<file path="src/rtl/core/cau_pkg.sv">
`timescale 1ns / 1ps
// ----------------------------------------------------------------------------
// cau_pkg
// Shared types, widths and helpers of the complex arithmetic unit.
// ----------------------------------------------------------------------------
package cau_pkg;

	localparam int CW = 16;            // component width
	localparam int FB = 8;             // fraction bits
	localparam int PW = 2 * CW;        // product width
	localparam int MW = 2 * CW + 1;    // magnitude / denominator width
	localparam int QW = CW + 1;        // quotient bits produced by the divider
	localparam int RW = MW + QW;       // divider remainder width

	localparam logic [2:0] ACT_ADD  = 3'd0;
	localparam logic [2:0] ACT_SUB  = 3'd1;
	localparam logic [2:0] ACT_MUL  = 3'd2;
	localparam logic [2:0] ACT_DIV  = 3'd3;
	localparam logic [2:0] ACT_CONJ = 3'd4;
	localparam logic [2:0] ACT_MOD  = 3'd5;
	localparam logic [2:0] ACT_EQ   = 3'd6;

	localparam logic [1:0] ST_OK   = 2'd0;
	localparam logic [1:0] ST_SAT  = 2'd1;
	localparam logic [1:0] ST_DIVZ = 2'd2;

	localparam logic signed [CW-1:0] CMAX = {1'b0, {(CW-1){1'b1}}};
	localparam logic signed [CW-1:0] CMIN = {1'b1, {(CW-1){1'b0}}};
	localparam logic signed [CW+1:0] WMAX = {3'b000, {(CW-1){1'b1}}};
	localparam logic signed [CW+1:0] WMIN = {3'b111, {(CW-1){1'b0}}};

	typedef enum logic [1:0] {
		SRC_QUICK,
		SRC_DIV,
		SRC_SQRT
	} src_t;

	typedef struct packed {
		logic [2:0]           action;
		logic signed [CW-1:0] a_real;
		logic signed [CW-1:0] a_imag;
		logic signed [CW-1:0] b_real;
		logic signed [CW-1:0] b_imag;
	} item_t;

	typedef struct packed {
		logic signed [CW-1:0] res_real;
		logic signed [CW-1:0] res_imag;
		logic                 equal_flag;
		logic [1:0]           status;
	} result_t;

	// Per-item information that rides alongside the divider and root pipes.
	typedef struct packed {
		src_t                 src;
		logic                 neg_re;
		logic                 neg_im;
		logic signed [CW-1:0] re;
		logic signed [CW-1:0] im;
		logic                 eq;
		logic [1:0]           st;
	} side_t;

	// Saturate a widened value to a component; the top bit flags saturation.
	function automatic logic [CW:0] clamp(input logic signed [CW+1:0] x);
		logic [CW:0] r;
		if (x > WMAX) begin
			r = {1'b1, CMAX};
		end else if (x < WMIN) begin
			r = {1'b1, CMIN};
		end else begin
			r = {1'b0, x[CW-1:0]};
		end
		return r;
	endfunction

endpackage

</file>
<file path="src/rtl/core/cau_divider.sv">
`timescale 1ns / 1ps
// ----------------------------------------------------------------------------
// cau_divider
// Pipelined restoring divider, one quotient bit per stage, with overflow check.
// ----------------------------------------------------------------------------
module cau_divider (
	input  logic                   clk,
	input  logic [cau_pkg::MW-1:0] mag,
	input  logic [cau_pkg::MW-1:0] den,
	output logic [cau_pkg::QW-1:0] quo,
	output logic                   ovf
);

	localparam int MW = cau_pkg::MW;
	localparam int QW = cau_pkg::QW;
	localparam int RW = cau_pkg::RW;

	logic [RW-1:0] rem_s [0:QW];
	logic [MW-1:0] den_s [0:QW];
	logic [QW-1:0] quo_s [0:QW];
	logic          ovf_s [0:QW];

	logic [RW-1:0] num;
	assign num = RW'(mag) << (cau_pkg::FB + 1);

	// The dividend is the magnitude shifted left by FB + 1: the fraction bits plus one extra bit for rounding.
	always_ff @(posedge clk) begin
		rem_s[0] <= num;
		den_s[0] <= den;
		quo_s[0] <= '0;
		ovf_s[0] <= num >= (RW'(den) << QW);
	end

	for (genvar k = 0; k < QW; k++) begin : g_step
		logic [RW-1:0] dsh;
		logic          ge;
		assign dsh = RW'(den_s[k]) << (QW - 1 - k);
		assign ge  = rem_s[k] >= dsh;
		always_ff @(posedge clk) begin
			rem_s[k+1] <= ge ? (rem_s[k] - dsh) : rem_s[k];
			den_s[k+1] <= den_s[k];
			quo_s[k+1] <= {quo_s[k][QW-2:0], ge};
			ovf_s[k+1] <= ovf_s[k];
		end
	end

	assign quo = quo_s[QW];
	assign ovf = ovf_s[QW];

endmodule

</file>
<file path="config.mk">
export PLATFORM = sky130hd
export DESIGN_NAME = cau_divider
export DESIGN_NICKNAME = d
export VERILOG_FILES = /design/src/rtl/core/cau_pkg.sv /design/src/rtl/core/cau_divider.sv
export SDC_FILE = /design/constraint.sdc
export NUM_CORES = 2
export LEC_CHECK = 0
export ABC_AREA = 1
export BUFFER_PORTS_ARGS = -buffer_cell sky130_fd_sc_hd__buf_2
export CELL_PAD_IN_SITES_DETAIL_PLACEMENT = 1
export CELL_PAD_IN_SITES_GLOBAL_PLACEMENT = 2
export CORE_ASPECT_RATIO = 1.4
export CORE_UTILIZATION = 32
export CTS_CLUSTER_SIZE = 25
export DETAILED_ROUTE_END_ITERATION = 10
export GPL_TIMING_DRIVEN = 0
export MAX_ROUTING_LAYER = met4
export PLACE_DENSITY_LB_ADDON = 0.25
export SLEW_MARGIN = 5
export SYNTH_ARGS = -nofsm -noshare
export SYNTH_HDL_FRONTEND = slang
export SYNTH_SLANG_ARGS = --single-unit
</file>
<file path="constraint.sdc">
create_clock -name clk -period 1.9 [get_ports clk]
set_input_delay 0 -clock clk [delete_from_list [all_inputs] [get_ports clk]]
set_output_delay 0 -clock clk [all_outputs]
set_load 0.02 [all_outputs]
</file>
After elaboration in Yosys (flattened, before gate mapping)
Memories as Yosys holds them, arrays and structs flattened.
Cells that the tools add are included.

storage, ports and cells
  flip-flop bits (word level) = 0
  bits in writable memories = 1818
  input bits = 67
  output and inout port bits = 18
  logic and storage cells = 56
  memories = 4

cells by class
  add/subtract/negate cells = 17
  $lt $le $gt $ge = 18
  mux-type cells = 17

memories
  name   depth  bits a word  rd ports  clocked after Yosys merged registers in  wr ports  line               RTL
  rem_s  18     50           17        0                                        18        cau_divider.sv:18  logic [RW-1:0] rem_s [0:QW];
  den_s  18     33           17        0                                        18        cau_divider.sv:19  logic [MW-1:0] den_s [0:QW];
  quo_s  18     17           18        0                                        18        cau_divider.sv:20  logic [QW-1:0] quo_s [0:QW];
  ovf_s  18     1            18        0                                        18        cau_divider.sv:21  logic ovf_s [0:QW];

operator list
  cell              number
  $mux 50           17
  $ge 42x50->1      1
  $ge 50x33->1      1
  $ge 50x34->1      1
  $ge 50x35->1      1
  $ge 50x36->1      1
  $ge 50x37->1      1
  $ge 50x38->1      1
  $ge 50x39->1      1
  $ge 50x40->1      1
  $ge 50x41->1      1
  $ge 50x42->1      1
  $ge 50x43->1      1
  $ge 50x44->1      1
  $ge 50x45->1      1
  $ge 50x46->1      1
  $ge 50x47->1      1
  $ge 50x48->1      1
  $ge 50x49->1      1
  $sub 50x33->50    1
  $sub 50x34->50    1
  $sub 50x35->50    1
  $sub 50x36->50    1
  $sub 50x37->50    1
  12 further kinds  12

Longest topological paths before layout
An unclocked memory read counts as a cell.

  depth in word-level cells = 3
  depth in mapped cells = 17
  depth with buffers taken out = 16

Worst setup path after synthesis
OpenSTA, ideal clock, no wires.

  kind = reg-to-reg
  from = memory den_s[14][0] (netlist name)
  to = memory rem_s[15][39] (netlist name)
  library setup time = 0.115 ns
  data arrival time = 1.986 ns
  required time = 1.785 ns
  setup slack = -0.201 ns
  cell stages (with the launch flop) = 15
  path buffers = 2
  period minus slack after synthesis = 2.101 ns
  cells stage by stage = dfxtp_1 inv_1 fa_1 nand3_1 nand3_1 nand2_1 nand2_1 nand2_1 nand2_2 nand2_2 nand3_2 nor2_2 buf_6 buf_6 a21oi_2

RTL lines
  what                line
  start: declaration  cau_divider.sv:19
  end: declaration    cau_divider.sv:18

==> impl_metrics.py <==
metrics = {
    "detailed_routing": {
        "drt_wl_total_mm": 460,
        "drc": 0,
        "drt_iter0_markers": 3871,
        "ant_nets": 0,
        "vias": 96400,
        "drtPass1Iterations": 5,
        "via_per_inst": 4.79,
        "wl_per_cell_um": 22.9,
    },
    "layout": {
        "layout_commonest_cell": "nand2_1",
        "fillers": 35200,
        "final_nets": 16900,
        "layout_common_cells": "nand2_1 (4981), inv_1 (2912), dfxtp_1 (848)",
        "instances_no_fill": 20100,
        "areaGrowthSynthToFinish_pct": 44.5,
        "drive_above_1_share_pct": 30.2,
        "fin_area_um2": 131000,
    },
    "min_path": {
        "hp-class": "input pin to register",
    },
    "worst_setup_path": {
        "crit_arrival_ns": 3.27,
        "crit_buf_inv": 5,
        "cp_data_required_time_ns": 2.63,
        "crit_type": "register to register",
        "endpoint_kind": "register",
        "slowest_stage": "dfxtp_4",
        "start_kind": "register",
        "crit_family": "simple AND/OR/NAND/NOR gates",
        "cp_max_fo": 5,
        "max_stage_delay_ns": 0.39,
        "worstPathCellList": "inv_4, ha_4, inv_4, nor2_4, nand3_4, nor2_4, nand4_1, o21ai_2, buf_6, a21oi_4, buf_8, buf_12, nand2_4, nand2_4",
    },
    "floorplan": {
        "rows": 231,
        "io_pins": 85,
        "core_area_um2": 282000,
        "die_area_um2": 286000,
        "chipHeight_um": 632,
        "start_util_pct": 32.2,
        "die_w_um": 452,
    },
    "placed_design": {
        "hpwl_mm": 363,
        "place_ws_ns": -1.58,
        "placed_cell_area_um2": 96000,
        "placedCellCount": 18800,
        "gp_congestion": 0.984,
        "io_buffer_count": 84,
    },
    "sta": {
        "slew-limit-headroom_pct": 53.1,
        "fin_crit_sh_pct": 134,
        "setup_violations": 680,
        "setup_ws_ns": -0.648,
        "rsz0062_at_grt": "yes",
        "fmax_ghz": 0.392,
        "hold_violations": 0,
        "fin_skew_ns": 0.0874,
        "worstMarginPinSlew_ns": 0.697,
        "slew_viol_final": 0,
        "min_period_ns": 2.55,
    },
    "status": {
        "failed_checks": "setup timing",
        "outcome": "finished with violations",
    },
    "logic_synthesis": {
        "synth_edf_count": 0,
        "synth_area_um2": 90800,
        "yosysSeqAreaShare_pct": 32.1,
        "yosysUniqueCellTypes": 51,
        "postSynth.asyncResetShare_pct": 0,
        "synthFlopType": "dfxtp_1",
        "synth_cells": 15000,
        "syn_nets": 15600,
        "ys_warn_count": 0,
        "ys_seq_elements": 1457,
        "avgSynthCellArea_um2": 6.07,
    },
    "clock_tree": {
        "cts.path.max_buffers": 4,
        "clock_latency_ns": 0.93,
        "htreeDepth": 4,
        "cts_tree": "built",
        "numCtsBuffers": 167,
        "root_buffer": "clkbuf_16",
        "clk_pin_slew_worst_paths_ns": 0.06,
        "clock-sinks": 1457,
    },
    "grt": {
        "gr-total-overflow": 0,
        "grt_use_total_pct": 31.5,
        "grt_pass1_wl_mm": 645,
        "grt_pass1_vias": 101000,
        "grt_start_max_net_pins": 17,
        "antenna_found_initial": 23,
    },
    "power": {
        "p_per_area_nw_per_um2": 1530,
        "max-vdd-ir-drop_mv": 0.910,
        "p_leak_nw": 67.9,
    },
    "flow_run": {
        "drv_cap": 0,
    },
}
-- logic make-up (layout without fill, tap and decap cells) --
family                   Yosys count  count (layout)  synth area share (%)
buffers and inverters           3262            4666                  14.1
AO/OA/AOI/OAI                    615             615                  3.88
other                              0              24                     0
XOR/XNOR                         306             306                  2.95
adder cells (fa/ha/maj)          594             594                  8.32
AND/OR/NAND/NOR                 8717            8719                  38.7
flip-flops                      1457            1457                  32.1
-- worst paths after layout --
kind | start | endpoint | slack [ns] | cells past startpoint
max | den_s[7][32]$_DFF_P_ | rem_s[8][32]$_DFF_P_ | -0.65 | 14
min | den[25] | den_s[0][25]$_DFF_P_ | 0.28 | 3
max reg2reg | den_s[7][32]$_DFF_P_ | rem_s[8][32]$_DFF_P_ | -0.65 | 14
min reg2reg | quo_s[16][5]$_DFF_P_ | quo_s[17][6]$_DFF_P_ | 0.32 | 0
-- through the flow --
step,util (%),power [mW],hold WS [ns],TNS [ns]
2_1_floorplan,-,98.9,0.0277,-0.246
3_3_place_gp,34.0,131,0.118,-714.81
3_5_place_dp,34.0,132,0.119,-713.78
4_1_cts,42.4,184,0.209,-262.25
5_1_grt,46.5,213,0.278,-280.33
6_report,46.5,201,0.276,-238.06
-- cell usage after synthesis, types with 13 or more instances --
cell,number,area share (%)
nand2_1,6314,26
inv_1,3130,13
dfxtp_1,1457,32
nor2_1,1146,4.7
nand3_1,734,4.0
ha_1,578,8.0
a21oi_1,384,2.1
xor2_1,271,2.6
nand4_1,185,1.3
nor3_1,99,0.55
a21oi_2,86,0.83
o21ai_0,75,0.41
nand3b_1,57,0.47
buf_6,45,0.56
nor2_2,38,0.26
xnor2_1,35,0.34
buf_4,33,0.27
buf_2,30,0.17
and2_1,29,0.20
nand2_2,29,0.20
o21bai_1,25,0.21
o21ai_1,21,0.12
nor4_1,19,0.13
fa_1,16,0.35
inv_2,16,0.066
or2_2,14,0.096
nand3_2,13,0.14
-- report_power, final --
group	switching (mW)	leakage, nW	internal [mW]
logic	73.2	52.9	44.6
clock network	14.4	2.67	19.1
registers	10.8	12.3	38.7
-- final cells by class --
cell class                 count  area (um2)  area share, %
multi-input combinational  10200       65900           50.2
clock buffer                 217        4630           3.53
antenna                       24        60.1         0.0458
tap                         3728        4660           3.55
clock inverter                75         876          0.667
timing repair buffer        1120       10800           8.22
timing repair inverter         1        8.76        0.00667
inverter                    3150       12000           9.14
buffer                       103        1830           1.40
sequential                  1457       30500           23.2
-- metal layers --
metal / global-route usage [%] / wire length, um / vias to the layer above
met3: 2.50 / 10400 / 1360
met5: - / 0 / -
met4: 23.2 / 43800 / 0
met2: 59.6 / 246000 / 1849
li1: - / - / 47300
met1: 29.5 / 159000 / 45900
-- state kept, by name, summed over array words and instances (netlist names) --
| name | count |
|---|---|
| rem_s | 725 |
| den_s | 561 |
| quo_s | 153 |
| ovf_s | 18 |
-- timing repair --
action | CTS | global route
endpoints found under the setup margin | 681 | 681
hold buffers | 132 | 0
gates cloned | 41 | 35
pin swaps | 432 | 687
buffers inserted | 437 | 408
resized for setup | 2946 | 2219
endpoints found under the hold margin | 67 | 0
-- worst register-to-register path, cell delays in order, from the launching register on --
cell and delay (ns):
dfxtp_4 0.39, inv_4 0.05, ha_4 0.27, inv_4 0.04, nor2_4 0.10, nand3_4 0.10, nor2_4 0.23, nand4_1 0.36
o21ai_2 0.30, buf_6 0.13, a21oi_4 0.04, buf_8 0.17, buf_12 0.15, nand2_4 0.07, nand2_4 0.05
(Power assumes the default switching activity.)
