$ cat config.mk
export PLATFORM = sky130hd
export DESIGN_NAME = cau_back
export DESIGN_NICKNAME = d
export VERILOG_FILES = /design/src/rtl/core/cau_pkg.sv /design/src/rtl/core/cau_back.sv
export SDC_FILE = /design/constraint.sdc
export NUM_CORES = 1
export LEC_CHECK = 0
export ABC_AREA = 0
export BUFFER_PORTS_ARGS = -buffer_cell sky130_fd_sc_hd__buf_2
export CAP_MARGIN = 20
export CORE_MARGIN = 2
export CORE_UTILIZATION = 50
export CTS_CLUSTER_DIAMETER = 150
export DETAILED_ROUTE_END_ITERATION = 12
export PLACE_DENSITY = 0.8
export SLEW_MARGIN = 40
export SYNTH_ARGS = -nofsm -noshare
export SYNTH_HDL_FRONTEND = slang
export SYNTH_SLANG_ARGS = --single-unit
$ cat constraint.sdc
create_clock -name clk -period 0.8 [get_ports clk]
set_input_delay 0.08 -clock clk [delete_from_list [all_inputs] [get_ports clk]]
set_output_delay 0.08 -clock clk [all_outputs]
set_load 0.01 [all_outputs]
$ cat src/rtl/core/cau_pkg.sv
`timescale 1ns / 1ps
// ----------------------------------------------------------------------------
// cau_pkg
// Shared types, widths and helpers of the complex arithmetic unit.
// ----------------------------------------------------------------------------
package cau_pkg;

	localparam int CW = 16;            // component width
	localparam int FB = 8;             // fraction bits
	localparam int PW = 2 * CW;        // product width
	localparam int MW = 2 * CW + 1;    // magnitude / denominator width
	localparam int QW = CW + 1;        // quotient bits produced by the divider
	localparam int RW = MW + QW;       // divider remainder width

	localparam logic [2:0] ACT_ADD  = 3'd0;
	localparam logic [2:0] ACT_SUB  = 3'd1;
	localparam logic [2:0] ACT_MUL  = 3'd2;
	localparam logic [2:0] ACT_DIV  = 3'd3;
	localparam logic [2:0] ACT_CONJ = 3'd4;
	localparam logic [2:0] ACT_MOD  = 3'd5;
	localparam logic [2:0] ACT_EQ   = 3'd6;

	localparam logic [1:0] ST_OK   = 2'd0;
	localparam logic [1:0] ST_SAT  = 2'd1;
	localparam logic [1:0] ST_DIVZ = 2'd2;

	localparam logic signed [CW-1:0] CMAX = {1'b0, {(CW-1){1'b1}}};
	localparam logic signed [CW-1:0] CMIN = {1'b1, {(CW-1){1'b0}}};
	localparam logic signed [CW+1:0] WMAX = {3'b000, {(CW-1){1'b1}}};
	localparam logic signed [CW+1:0] WMIN = {3'b111, {(CW-1){1'b0}}};

	typedef enum logic [1:0] {
		SRC_QUICK,
		SRC_DIV,
		SRC_SQRT
	} src_t;

	typedef struct packed {
		logic [2:0]           action;
		logic signed [CW-1:0] a_real;
		logic signed [CW-1:0] a_imag;
		logic signed [CW-1:0] b_real;
		logic signed [CW-1:0] b_imag;
	} item_t;

	typedef struct packed {
		logic signed [CW-1:0] res_real;
		logic signed [CW-1:0] res_imag;
		logic                 equal_flag;
		logic [1:0]           status;
	} result_t;

	// Per-item information that rides alongside the divider and root pipes.
	typedef struct packed {
		src_t                 src;
		logic                 neg_re;
		logic                 neg_im;
		logic signed [CW-1:0] re;
		logic signed [CW-1:0] im;
		logic                 eq;
		logic [1:0]           st;
	} side_t;

	// Saturate a widened value to a component; the top bit flags saturation.
	function automatic logic [CW:0] clamp(input logic signed [CW+1:0] x);
		logic [CW:0] r;
		if (x > WMAX) begin
			r = {1'b1, CMAX};
		end else if (x < WMIN) begin
			r = {1'b1, CMIN};
		end else begin
			r = {1'b0, x[CW-1:0]};
		end
		return r;
	endfunction

endpackage

$ cat src/rtl/core/cau_back.sv
`timescale 1ns / 1ps
// ----------------------------------------------------------------------------
// cau_back
// Final rounding, saturation, result selection and output register.
// ----------------------------------------------------------------------------
module cau_back (
	input  logic                   clk,
	input  logic                   arst_n,
	input  logic                   v,
	input  cau_pkg::side_t         side,
	input  logic [cau_pkg::QW-1:0] quo_re,
	input  logic                   ovf_re,
	input  logic [cau_pkg::QW-1:0] quo_im,
	input  logic                   ovf_im,
	input  logic [cau_pkg::CW:0]   root,
	output logic                   done,
	output cau_pkg::result_t       result
);

	localparam int CW = cau_pkg::CW;
	localparam int QW = cau_pkg::QW;

	localparam logic [QW-1:0] POS_LIM = {2'b00, {(CW-1){1'b1}}};
	localparam logic [QW-1:0] NEG_LIM = {2'b01, {(CW-1){1'b0}}};

	// Round half away from zero on the magnitude, then apply sign and saturate.
	function automatic logic [CW:0] finish(input logic [QW-1:0] q, input logic o,
		input logic neg);
		logic [QW:0]   t;
		logic [QW-1:0] rq;
		logic [CW:0]   r;
		t  = {1'b0, q} + (QW+1)'(1);
		rq = t[QW:1];
		if (!neg) begin
			r = (o || rq > POS_LIM) ? {1'b1, cau_pkg::CMAX} : {1'b0, rq[CW-1:0]};
		end else begin
			r = (o || rq > NEG_LIM) ? {1'b1, cau_pkg::CMIN} : {1'b0, -rq[CW-1:0]};
		end
		return r;
	endfunction

	logic [CW:0]      f_re, f_im;
	logic             root_sat;
	cau_pkg::result_t res_nx;

	assign f_re     = finish(quo_re, ovf_re, side.neg_re);
	assign f_im     = finish(quo_im, ovf_im, side.neg_im);
	assign root_sat = root > {1'b0, cau_pkg::CMAX};

	always_comb begin
		res_nx.equal_flag = 1'b0;
		case (side.src)
			cau_pkg::SRC_DIV: begin
				res_nx.res_real = f_re[CW-1:0];
				res_nx.res_imag = f_im[CW-1:0];
				res_nx.status   = (f_re[CW] || f_im[CW]) ? cau_pkg::ST_SAT : cau_pkg::ST_OK;
			end
			cau_pkg::SRC_SQRT: begin
				res_nx.res_real = root_sat ? cau_pkg::CMAX : root[CW-1:0];
				res_nx.res_imag = '0;
				res_nx.status   = root_sat ? cau_pkg::ST_SAT : cau_pkg::ST_OK;
			end
			default: begin
				res_nx.res_real   = side.re;
				res_nx.res_imag   = side.im;
				res_nx.equal_flag = side.eq;
				res_nx.status     = side.st;
			end
		endcase
	end

	always_ff @(posedge clk or negedge arst_n) begin
		if (!arst_n) begin
			done <= 1'b0;
		end else begin
			done <= v;
		end
	end

	always_ff @(posedge clk) begin
		result <= res_nx;
	end

endmodule

==> out/qor.yml, run 1 <==
outcome: "did not finish"
failing_step: "5_1_grt"
error: "[ERROR GRT-0232] Routing congestion too high. Check the congestion heatmap in the GUI."
post-place-ws_ps: -1740
grt_max_degree: 19
ys_warn_count: 0
die_h_um: 91.2
dp.cells: 866
syn_area_mm2: 0.00380
synth-seq-area-share: 0.191
syn_avg_cell_area_um2: 7.43
synth-edff-count: 0
rows: 31
cts-buffers-inserted: 5
cts_sinks: 36
placed_area_mm2: 0.00583
gp_congestion: 0.927
grt-worst-endpoint: "result[32]$_DFF_P_/D"
cts_root_buf: "clkbuf_8"
synthDistinctLibCells: 83
syn-num-nets: 615
synthFlopType: "dfxtp_1"
io_pins: 131
syn_inst: 512
ys_ff_latch: 36
die_w_um: 91.2
async_reset_ff_frac: 0.0278
grt_use_total: 0.737
numPortBuffers: 130
initial_core_util: 0.521
worst_endpoint_kind: "register data pin"
cts_max_path_buffers: 2
overflow: 69
h-tree-depth: 2
dp_hpwl_um: 11900
## layer usage
metal / GRT overflow / track usage
met1: 0 / 0.707
met3: 1 / 0.504
met5: 0 / 0.0256
met4: 37 / 0.847
met2: 31 / 0.960
## synth_stat cells (3+ instances only)
master / instances / area [µm²]
nor4_2: 3 / 37.5
nor4_1: 5 / 31.3
clkbuf_1: 24 / 90.1
nand3_1: 26 / 130
buf_2: 6 / 30.0
a21o_1: 7 / 52.6
nand2b_1: 3 / 18.8
nor2_1: 40 / 150
and3b_1: 3 / 26.3
nand4_1: 17 / 106
nor3_1: 16 / 80.1
xnor2_1: 31 / 272
a32o_1: 5 / 50.1
buf_6: 3 / 33.8
ha_1: 8 / 100
a211oi_1: 6 / 45.0
nand2_1: 58 / 218
o21ai_0: 17 / 85.1
a221oi_1: 4 / 35.0
a311oi_1: 7 / 61.3
nor2b_1: 5 / 31.3
dfxtp_1: 35 / 701
and3_1: 4 / 25.0
inv_1: 17 / 63.8
or3_1: 3 / 18.8
nor3b_1: 3 / 22.5
a211o_1: 3 / 26.3
nand3b_1: 6 / 45.0
and2_1: 7 / 43.8
xor2_1: 21 / 184
o31a_1: 3 / 26.3
a21oi_1: 33 / 165
a31oi_1: 4 / 25.0
o22ai_1: 3 / 18.8
or2_2: 4 / 25.0
a22o_1: 10 / 87.6
## per-stage QoR
stage,hold slack (ps),util
floorplan,-216,-
global placement,-145,0.800
detailed placement,-144,0.800
CTS,0.664,0.886
## cell families after synthesis
| group | Yosys count | synth area share |
|---|---|---|
| buf+inv | 52 | 0.0596 |
| compound gates | 144 | 0.291 |
| mux | 2 | 0.00527 |
| flops | 36 | 0.191 |
| xor+xnor | 52 | 0.120 |
| simple gates | 218 | 0.308 |
| fa+ha+maj | 8 | 0.0263 |
## timing repair
action | CTS
buffers inserted | 19
gates resized for setup | 65
hold buffers | 6
pin swaps | 35
endpoints found under the setup margin | 59
cloned | 2
endpoints found under the hold margin | 6
==> inputs of run 2 (changes only) <==
Settings changed: CORE_UTILIZATION 50 to 35, CTS_CLUSTER_DIAMETER 150 to default, PLACE_DENSITY 0.8 to default, PLACE_DENSITY_LB_ADDON from default to 0.15.
==> run 2 against run 1 <==
Against the previous run:
- the flow now finishes, with violations (negative setup slack)
- synthesized cell count did not move
- synthesized area unchanged
==> out/qor.yml, run 2 <==
drt-initial-drc-count: 204
cts_sinks: 36
num_vias: 5066
cts_root_buf: "clkbuf_8"
rsz0062_at_grt: "yes"
power.leakage_nw: 3.08
area_growth_pct: 83.3
fmax_mhz: 501
nFillCells: 931
endpoint_kind: "register"
synth-edff-count: 0
drive_gt1_frac: 0.532
worstSetupStartpointType: "input port"
finalHoldViolCount: 0
violations: "negative setup slack"
slew_viol_final: 0
sw_frac_of_total: 0.340
pwr-share-seq: 0.300
synthFlopType: "dfxtp_1"
layout.nets: 919
initial_core_util: 0.355
required_ps: 990
final.period_utilization: 2.49
path_cells: "buf_8, ha_4, xor2_2, inv_2, ha_4, nor3b_4, a221oi_4, a21oi_4, a41oi_4, o21ai_4, a221oi_2, a221oi_2"
cts_max_path_buffers: 2
seqCellArea_um2: 744
dp_hpwl_um: 11700
syn_avg_cell_area_um2: 7.43
wl_per_cell_um: 15.6
grt_use_total: 0.252
synth_top_area_share: 0.184
syn_inst: 512
cts_tree: "done"
post-route-util: 0.651
outcome: "finished, violations left"
async_reset_ff_frac: 0.0278
hold_start: "side[13]"
largest_reg_flops: 35
synth_area_leaders: "dfxtp_1 (18%), xnor2_1 (7.1%), nand2_1 (5.7%), xor2_1 (4.8%), a21oi_1 (4.3%)"
grt_antenna_before_repair: 0
largest_register: "result"
cp.arrival_ps: 2180
route.detailed.drc: 0
first_pass_iters: 4
final_common_cell: "buf_4"
grt_pass1_vias: 4983
synth-seq-area-share: 0.191
via_per_inst: 5.29
core_area_mm2: 0.0107
post-place-ws_ps: -1700
grt_pass1_wl_um: 23200
clk_pin_slew_ps: 80
synth_top_area_cell: "dfxtp_1"
yosys.cell_count.top_type: "nand2_1"
final-setup-viol-count: 64
h-tree-depth: 2
top_regs: "result x35, done x1"
slowest_stage: "a41oi_4"
io_pins: 131
die_h_um: 108
ys_warn_count: 0
fin_ws_ps: -1190
relSlewSlack: 0.660
cts-buffers-inserted: 5
p_sw_mw: 2.42
slowest_delay_ps: 380
max_cap_violations: 0
syn-num-nets: 615
worstMarginPinSlew_ps: 507
synthTopCellsByCount: "nand2_1 (58), nor2_1 (40), dfxtp_1 (35)"
whs_ps: 14.0
multiInputGateArea_mm2: 0.00342
overflow: 0
period_needed_ps: 1990
path_max_fanout: 5
path_class: "input port to register"
hp-class: "input port to register"
dieArea_mm2: 0.0117
gp_congestion: 0.924
power_density_mw_per_mm2: 1020
grt_max_degree: 24
numPortBuffers: 130
internal_power_mw: 4.68
vdd_drop_max_uv: 903
clockPowerShare: 0.231
rows: 38
ant_nets: 0
layout_common_cells: "buf_4 (176), buf_2 (108), nand2_1 (53)"
synthDistinctLibCells: 83
wirelength_um: 15000
syn_area_mm2: 0.00380
worstSetupStartpoint: "quo_re[0]"
die_w_um: 108
antenna_cells: 0
comb_power_share: 0.469
ys_ff_latch: 36
==> run 2: cell counts after synthesis <==
Identical to the previous run, type by type.
==> run 2: cell type report <==
type / instances / share of cell area
Inverter: 17 / 0.00987
Tap cell: 140 / 0.0251
Sequential cell: 36 / 0.107
Multi-Input combinational cell: 425 / 0.491
Clock buffer: 5 / 0.00987
Clock inverter: 3 / 0.00610
Timing Repair Buffer: 331 / 0.351
==> run 2: worst max-delay path, delay by kind of cell <==
family	cells	cell delay (ps)
XOR/XNOR	1	190
adder cells (fa/ha/maj)	2	360
buffers and inverters	2	180
AO/OA/AOI/OAI	6	1210
AND/OR/NAND/NOR	1	160
==> run 2: logic make-up (layout without fill, tap and decap cells) <==
kind of cell	after synthesis	after routing	share of synthesized area
flip-flops	36	36	0.191
AO/OA/AOI/OAI	144	145	0.291
buffers and inverters	52	356	0.0596
adder cells (fa/ha/maj)	8	8	0.0263
XOR/XNOR	52	52	0.120
AND/OR/NAND/NOR	218	218	0.308
multiplexers	2	2	0.00527
==> run 2: timing repair <==
| action | CTS | global route |
|---|---|---|
| setup endpoints to repair | 69 | 69 |
| hold buffers | 15 | 1 |
| pin swaps | 43 | 22 |
| cloned | 2 | 0 |
| endpoints found under the hold margin | 15 | 1 |
| gates resized for setup | 93 | 38 |
| setup buffers | 13 | 6 |
==> run 2: worst paths after layout <==
kind,slack [ps],depth (start not counted),endpoint
min,10,2,result[13]
max,-1190,12,result[26]
max in group asynchronous,640,2,done
min in group asynchronous,70,2,done
==> run 2: layer usage <==
metal | global-route usage | vias to the layer above | part of all wire
met5 | 0 | - | 0
met4 | 0.0962 | 0 | 0.030
met3 | 0.0325 | 36 | 0.039
met2 | 0.513 | 135 | 0.55
met1 | 0.255 | 2402 | 0.38
li1 | - | 2493 | -
==> run 2: per-stage QoR <==
| step | cells | cell area, µm² | total power, mW | TNS (ps) |
|---|---|---|---|---|
| 2_1_floorplan | 512 | 4050 | 3.52 | -43440 |
| 6_report | 957 | 6970 | 7.10 | -36050 |
| 4_1_cts | 950 | 6760 | 6.97 | -35350 |
| 3_3_place_gp | 912 | 5980 | 4.91 | -50330 |
| 3_5_place_dp | 912 | 5980 | 4.96 | -51540 |
| 5_1_grt | 957 | 6970 | 7.48 | -39740 |
==> run 2: power by group through the flow <==
| stage | Sequential [mW] | Combinational, mW | Clock (mW) |
|---|---|---|---|
| floorplan | 2.23 | 1.29 | 0 |
| global placement | 2.12 | 2.79 | 0 |
| detailed placement | 2.12 | 2.84 | 0 |
| CTS | 2.11 | 3.18 | 1.68 |
| global route | 2.14 | 3.58 | 1.75 |
| finish | 2.13 | 3.33 | 1.64 |
Power figures use the tool's default switching activity.
